File: config.mk
export PLATFORM = sky130hd
export DESIGN_NAME = ccmp_ctrl
export DESIGN_NICKNAME = d
export VERILOG_FILES = /design/src/sv/ccmp_pkg.sv /design/src/sv/ccmp_ctrl.sv
export SDC_FILE = /design/constraint.sdc
export NUM_CORES = 1
export LEC_CHECK = 0
export ABC_AREA = 1
export BUFFER_PORTS_ARGS = -buffer_cell sky130_fd_sc_hd__buf_2
export CAP_MARGIN = 20
export CORE_MARGIN = 1
export CORE_UTILIZATION = 45
export CTS_BUF_LIST = sky130_fd_sc_hd__clkbuf_8
export DETAILED_ROUTE_END_ITERATION = 6
export PLACE_DENSITY = 0.68
export REMOVE_ABC_BUFFERS = 1
export SYNTH_ARGS = -nofsm -noshare
export SYNTH_HDL_FRONTEND = slang
export SYNTH_SLANG_ARGS = --single-unit
File: constraint.sdc
create_clock -name i_clk -period 2 [get_ports i_clk]
set_clock_uncertainty 0.05 [all_clocks]
set_input_delay 0.4 -clock i_clk [delete_from_list [all_inputs] [get_ports i_clk]]
set_output_delay 0.4 -clock i_clk [all_outputs]
set_load 0.02 [all_outputs]
File: src/sv/ccmp_pkg.sv
package ccmp_pkg;

    // Geometry of the cell stores
    localparam int CELL_COUNT = 4096;
    localparam int CELL_AW    = (CELL_COUNT > 1) ? $clog2(CELL_COUNT) : 1;
    localparam int STAMP_W    = 32;
    localparam int IDX_W      = 12;
    localparam int COST_W     = 8;
    localparam int TIME_W     = 32;

    // Touched marks are kept as a begin-epoch tag per cell; tag 0 means never touched
    localparam int EPOCH_W = 8;
    localparam logic [EPOCH_W-1:0] EPOCH_FIRST = EPOCH_W'(1);
    localparam logic [EPOCH_W-1:0] EPOCH_LAST  = {EPOCH_W{1'b1}};

    // Request codes
    localparam logic [1:0] REQ_BEGIN = 2'd0;
    localparam logic [1:0] REQ_MERGE = 2'd1;
    localparam logic [1:0] REQ_FINAL = 2'd2;

    // Configuration register indexes
    localparam int CFG_IDX_W  = 2;
    localparam int CFG_DATA_W = 32;
    localparam logic [CFG_IDX_W-1:0] CFG_PERSIST  = 2'd0;
    localparam logic [CFG_IDX_W-1:0] CFG_MIN_COST = 2'd1;
    localparam logic [CFG_IDX_W-1:0] CFG_TIMEOUT  = 2'd2;

    // Reset values of the configuration registers
    localparam logic [COST_W-1:0] MIN_COST_RST = 8'd1;
    localparam logic [TIME_W-1:0] TIMEOUT_RST  = 32'd8000;

    // Cost scaling: floor(v * 252 / 100) == (v * 1321236) >> 19 for v in 0..100
    localparam logic [6:0]        GRID_MAX  = 7'd100;
    localparam logic [COST_W-1:0] COST_MAX  = 8'd252;
    localparam int                SCALE_MUL = 1321236;
    localparam int                SCALE_SH  = 19;
    localparam int                PROD_W    = 28;

    typedef struct packed {
        logic [1:0]        req_type;
        logic [IDX_W-1:0]  cell_index;
        logic              in_grid;
        logic signed [7:0] grid_value;
        logic [COST_W-1:0] master_cost;
        logic [TIME_W-1:0] now_ms;
    } t_in_item;

    typedef struct packed {
        logic              write_enable;
        logic [COST_W-1:0] new_cost;
        logic [IDX_W-1:0]  out_index;
    } t_out_item;

    // One word of the main cell store
    typedef struct packed {
        logic [COST_W-1:0]  cost;
        logic [STAMP_W-1:0] stamp;
        logic               owned;
    } t_cell_word;

    localparam int CELL_WORD_W = $bits(t_cell_word);

    // Controller to datapath commands
    typedef struct packed {
        logic               load;
        logic               commit;
        logic               clr_main;
        logic               clr_tag;
        logic [CELL_AW-1:0] clr_addr;
        logic [EPOCH_W-1:0] epoch;
    } t_dp_cmd;

endpackage

File: src/sv/ccmp_ctrl.sv
module ccmp_ctrl
    import ccmp_pkg::*;
(
    input  logic       i_clk,
    input  logic       i_rst_n,
    input  logic       i_in_valid,
    output logic       o_in_ready,
    input  logic [1:0] i_req_type,
    output logic       o_out_valid,
    input  logic       i_out_ready,
    output t_dp_cmd    o_cmd
);

    typedef enum logic [1:0] {
        S_CLEAR,
        S_IDLE,
        S_EXEC,
        S_TAGCLR
    } t_state;

    t_state             r_state, n_state;
    logic [CELL_AW-1:0] r_sweep, n_sweep;
    logic [EPOCH_W-1:0] r_epoch, n_epoch;
    logic               r_out_valid, n_out_valid;

    logic w_accept;
    logic w_commit;
    logic w_sweep_end;

    assign o_in_ready  = (r_state == S_IDLE);
    assign w_accept    = i_in_valid && o_in_ready;
    assign w_commit    = (r_state == S_EXEC) && (!r_out_valid || i_out_ready);
    assign w_sweep_end = (r_sweep == CELL_AW'(CELL_COUNT - 1));

    // Next state
    always_comb begin
        n_state     = r_state;
        n_sweep     = r_sweep;
        n_epoch     = r_epoch;
        n_out_valid = r_out_valid;

        if (w_commit) begin
            n_out_valid = 1'b1;
        end else if (i_out_ready) begin
            n_out_valid = 1'b0;
        end

        case (r_state)
            S_CLEAR, S_TAGCLR: begin
                n_sweep = r_sweep + CELL_AW'(1);
                if (w_sweep_end) begin
                    n_sweep = '0;
                    n_state = S_IDLE;
                end
            end
            S_IDLE: begin
                if (w_accept) begin
                    if (i_req_type == REQ_BEGIN) begin
                        // new epoch retires all touched marks; wrap needs a tag sweep
                        if (r_epoch == EPOCH_LAST) begin
                            n_epoch = EPOCH_FIRST;
                            n_sweep = '0;
                            n_state = S_TAGCLR;
                        end else begin
                            n_epoch = r_epoch + EPOCH_W'(1);
                        end
                    end else if (i_req_type == REQ_MERGE || i_req_type == REQ_FINAL) begin
                        n_state = S_EXEC;
                    end
                end
            end
            S_EXEC: begin
                if (w_commit) begin
                    n_state = S_IDLE;
                end
            end
            default: begin
                n_state = S_IDLE;
            end
        endcase
    end

    // State and registered outputs
    always_ff @(posedge i_clk) begin
        if (!i_rst_n) begin
            r_state     <= S_CLEAR;
            r_sweep     <= '0;
            r_epoch     <= EPOCH_FIRST;
            r_out_valid <= 1'b0;
        end else begin
            r_state     <= n_state;
            r_sweep     <= n_sweep;
            r_epoch     <= n_epoch;
            r_out_valid <= n_out_valid;
        end
    end

    // Commands to the datapath
    always_comb begin
        o_cmd.load     = w_accept && (i_req_type == REQ_MERGE || i_req_type == REQ_FINAL);
        o_cmd.commit   = w_commit;
        o_cmd.clr_main = (r_state == S_CLEAR);
        o_cmd.clr_tag  = (r_state == S_CLEAR) || (r_state == S_TAGCLR);
        o_cmd.clr_addr = r_sweep;
        o_cmd.epoch    = r_epoch;
    end

    assign o_out_valid = r_out_valid;

endmodule

==> metrics list <==
- Drt wl/cell: 10.3 µm
- Number of buffers added to fix hold violations after cts: 0
- The final route contains 1291 vias.
* Pwr Density: 923 nW/µm²
- Antenna Violating Nets Remaining: 0
* Post-cts gate resize count: 0
- Post-synthesis to final-layout area growth: 16.6%
* Tot GR Track Use: 18.1%
- In the finished design, the share of the clock period the worst path needs comes to 92.6%.
- Net switching is 43.4% of the power.
* Number of storage elements in the synthesis netlist: 23
- Critical path startpoint category: flop
- After the first detailed-routing iteration, the DRC count stood at 64.
- Clock tree root driver cell: clkbuf_8
- Primary flip-flop cell chosen by synthesis mapping: dfxtp_1
- Worst Hold Margin: 0.358 ns
- The count of pins over their slew limit is 0.
* Clock period minus final worst setup slack: 1.85 ns
- The first global-routing pass estimated 4.67 mm of wire.
- Detailed Routing Iterations Pass 1: 6
- Detailed placer's ending HPWL: 2.20 mm
* Top library cells by usage in the layout, fill and taps aside: nand2_1, buf_2, inv_1, nor2_1, dfxtp_1
- # nets final: 249
- Syn Std Cell Area: 1400 µm²
* Number of antenna violations at the first check in global routing: 0
- Total number of yosys warnings: 0
* Internal power contribution: 0.850 mW
- The later pin in the worst-skew pair is clocked with a latency of 0.27 ns.
- Once the floorplan was initialized, standard cells occupied 48.9% of the core.
- Transition time of the tightest slew-check pin: 0.311 ns
- The finished cells cover 1630 µm².
* Overall Power: 1.50 mW
* Share of Yosys cell area claimed by the top area cell type: 33.0%
* Most common library cell in the layout ignoring fill and taps: nand2_1
- Sequential element share of the synthesized area: 33.0%
- IR Drop Worst-Case VDD: 0.851 mV
- Count of boundary I/O pins: 32
- The final hold violation count came to 0.
- Part of the power in registers: 36.0%
- Clock tree from TritonCTS: done
* Pin count of the biggest net entering global routing: 15
- Summed over all nets, the switching power comes to 0.653 mW.
* Portion of total power attributed to combinational logic: 44.1%
* Ys async rst share: 0%
- OpenSTA, run right after detailed placement, puts the worst setup slack at 0.242 ns.
- Synthesized netlist cell count: 202
- STA classifies the critical path endpoint as a primary output.
- Outcome: finished with violations
* Highest clock frequency the design can meet: 540 MHz
* Cells taking the most area after synthesis: dfxtp_1, nand2_1, inv_1, nor2_1, a21oi_1
* FP Rows: 19
- The tool flagged a number of max-cap violations equal to 0.
- Count of buffers from port buffering: 31
- Unrepaired setup endpoints after global routing: no
- Std-Cell Core Area: 2850 µm²
- Gp weighted congestion: 0.815
- Each instance of the synthesized netlist takes up on average 6.91 µm².
* H-tree Lvls: 1
- The clock passes through at most 2 buffers.
- Clock-pin slew was measured on the worst setup and hold paths at 0.08 ns.
- Clk pwr share: 19.9%
- For this block, the routed nets add up to 2.75 mm of wire.
- The number of global-route vias before repair was 1060.
* Violations in the final reports: design-rule violations
- Critical path data required time: 1.55 ns
- Global routing finished with a remaining overflow of 0.
- In this run the static leakage power is 0.775 nW.
* Sum Neg Setup Slack: 0 ns
- Fin worst setup slack: 0.148 ns
* Class of the most critical setup path: flop to primary output
* Sink Count: 23
- Height of the chip: 57.7 µm
- Slew headroom: 79.2%
- Data arrival time of the critical path: 1.40 ns
- The floorplan step set the die width to 57.7 µm.
* DRC viols: 1
- CP max FO: 6
* Setup violation total in the final timing report: 0
- In the routed layout, each cell is associated on average with a via count of 4.84.
- Cells with a size suffix above 1 make up 25.8% of the layout.
- The number of different library cells used by synthesis comes to 30.
* Post-CTS repair timing setup buffer count: 0
* Post-synth EDFFs: 0
* Cell type with the largest total area after synthesis: dfxtp_1
* Class of the tightest hold or removal check: primary input to flop
- The floorplan step defined a die boundary enclosing 3330 µm².
- Inserted Clock Buffers: 3
* Diodes inserted: 0
- Summing all placed instances gives a cell area of 1580 µm².
==> synthesized netlist by cell type, types with 2 or more instances <==
master,n
nor2_2,2
nand3_2,2
nand3_1,12
nor2_4,4
nor3_1,3
dfxtp_1,23
o21ai_0,2
a21oi_1,18
inv_2,3
nand2_2,5
nand2_1,52
nor3_2,3
inv_1,25
nor2_1,25
ha_1,6
xor2_1,3
==> registers in the layout, indices dropped and copies added, names as in the netlist <==
name and cells:
r_state 2, r_epoch 8, o_out_valid 1, r_sweep 12
==> critical path, stage by stage, from the launching register on <==
cell and delay [ns]:
dfxtp_1 0.33, inv_1 0.08, ha_2 0.22, inv_1 0.12, nor3_1 0.19, buf_2 0.19
==> worst paths after layout <==
check / start / end / slack [ns] / cells after the start
setup reg to reg: r_state[0] / r_sweep[3] / 0.36 / 10
setup / recovery: r_state[1] / o_cmd[23] / 0.15 / 5
hold / removal: i_out_ready / o_out_valid / 0.36 / 4
hold reg to reg: r_epoch[7] / r_epoch[7] / 0.43 / 2
==> power by group through the flow <==
stage / Combinational (mW) / Clock [mW] / Sequential (mW)
2_1_floorplan: 0.488 / 0 / 0.575
3_3_place_gp: 0.652 / 0 / 0.551
3_5_place_dp: 0.665 / 0 / 0.550
4_1_cts: 0.668 / 0.309 / 0.540
5_1_grt: 0.741 / 0.330 / 0.549
6_report: 0.663 / 0.299 / 0.541
==> routing by layer <==
layer  share of wire, %  GRT usage [%]
met3                4.3           4.91
met5                  0              0
met1                 50           25.2
met2                 45           27.6
met4               0.76           5.10
==> kinds of logic (layout without fill, tap and decap cells) <==
family	count (synthesis)	after routing	share of synthesized area, %
fa+ha+maj	6	6	5.38
compound gates	23	23	8.78
flops	23	23	33.0
simple gates	115	115	41.4
xor+xnor	3	3	1.88
buf+inv	32	66	9.59
==> stage by stage <==
step / utilization, % / cells
global placement: 55.4 / 263
global route: 57.1 / 267
detailed placement: 55.4 / 263
finish: 57.1 / 267
floorplan: - / 200
CTS: 57.0 / 267
==> layout make-up <==
type                    count  area, µm²
multi-input cells         147        805
inverters                  30        115
clock inverters             1       5.00
well taps                  31       38.8
repair buffers             32        163
flip-flops and latches     23        460
clock buffers               3       41.3
fillers                   286       1220
Note: power is estimated with default switching activity, not from simulation.
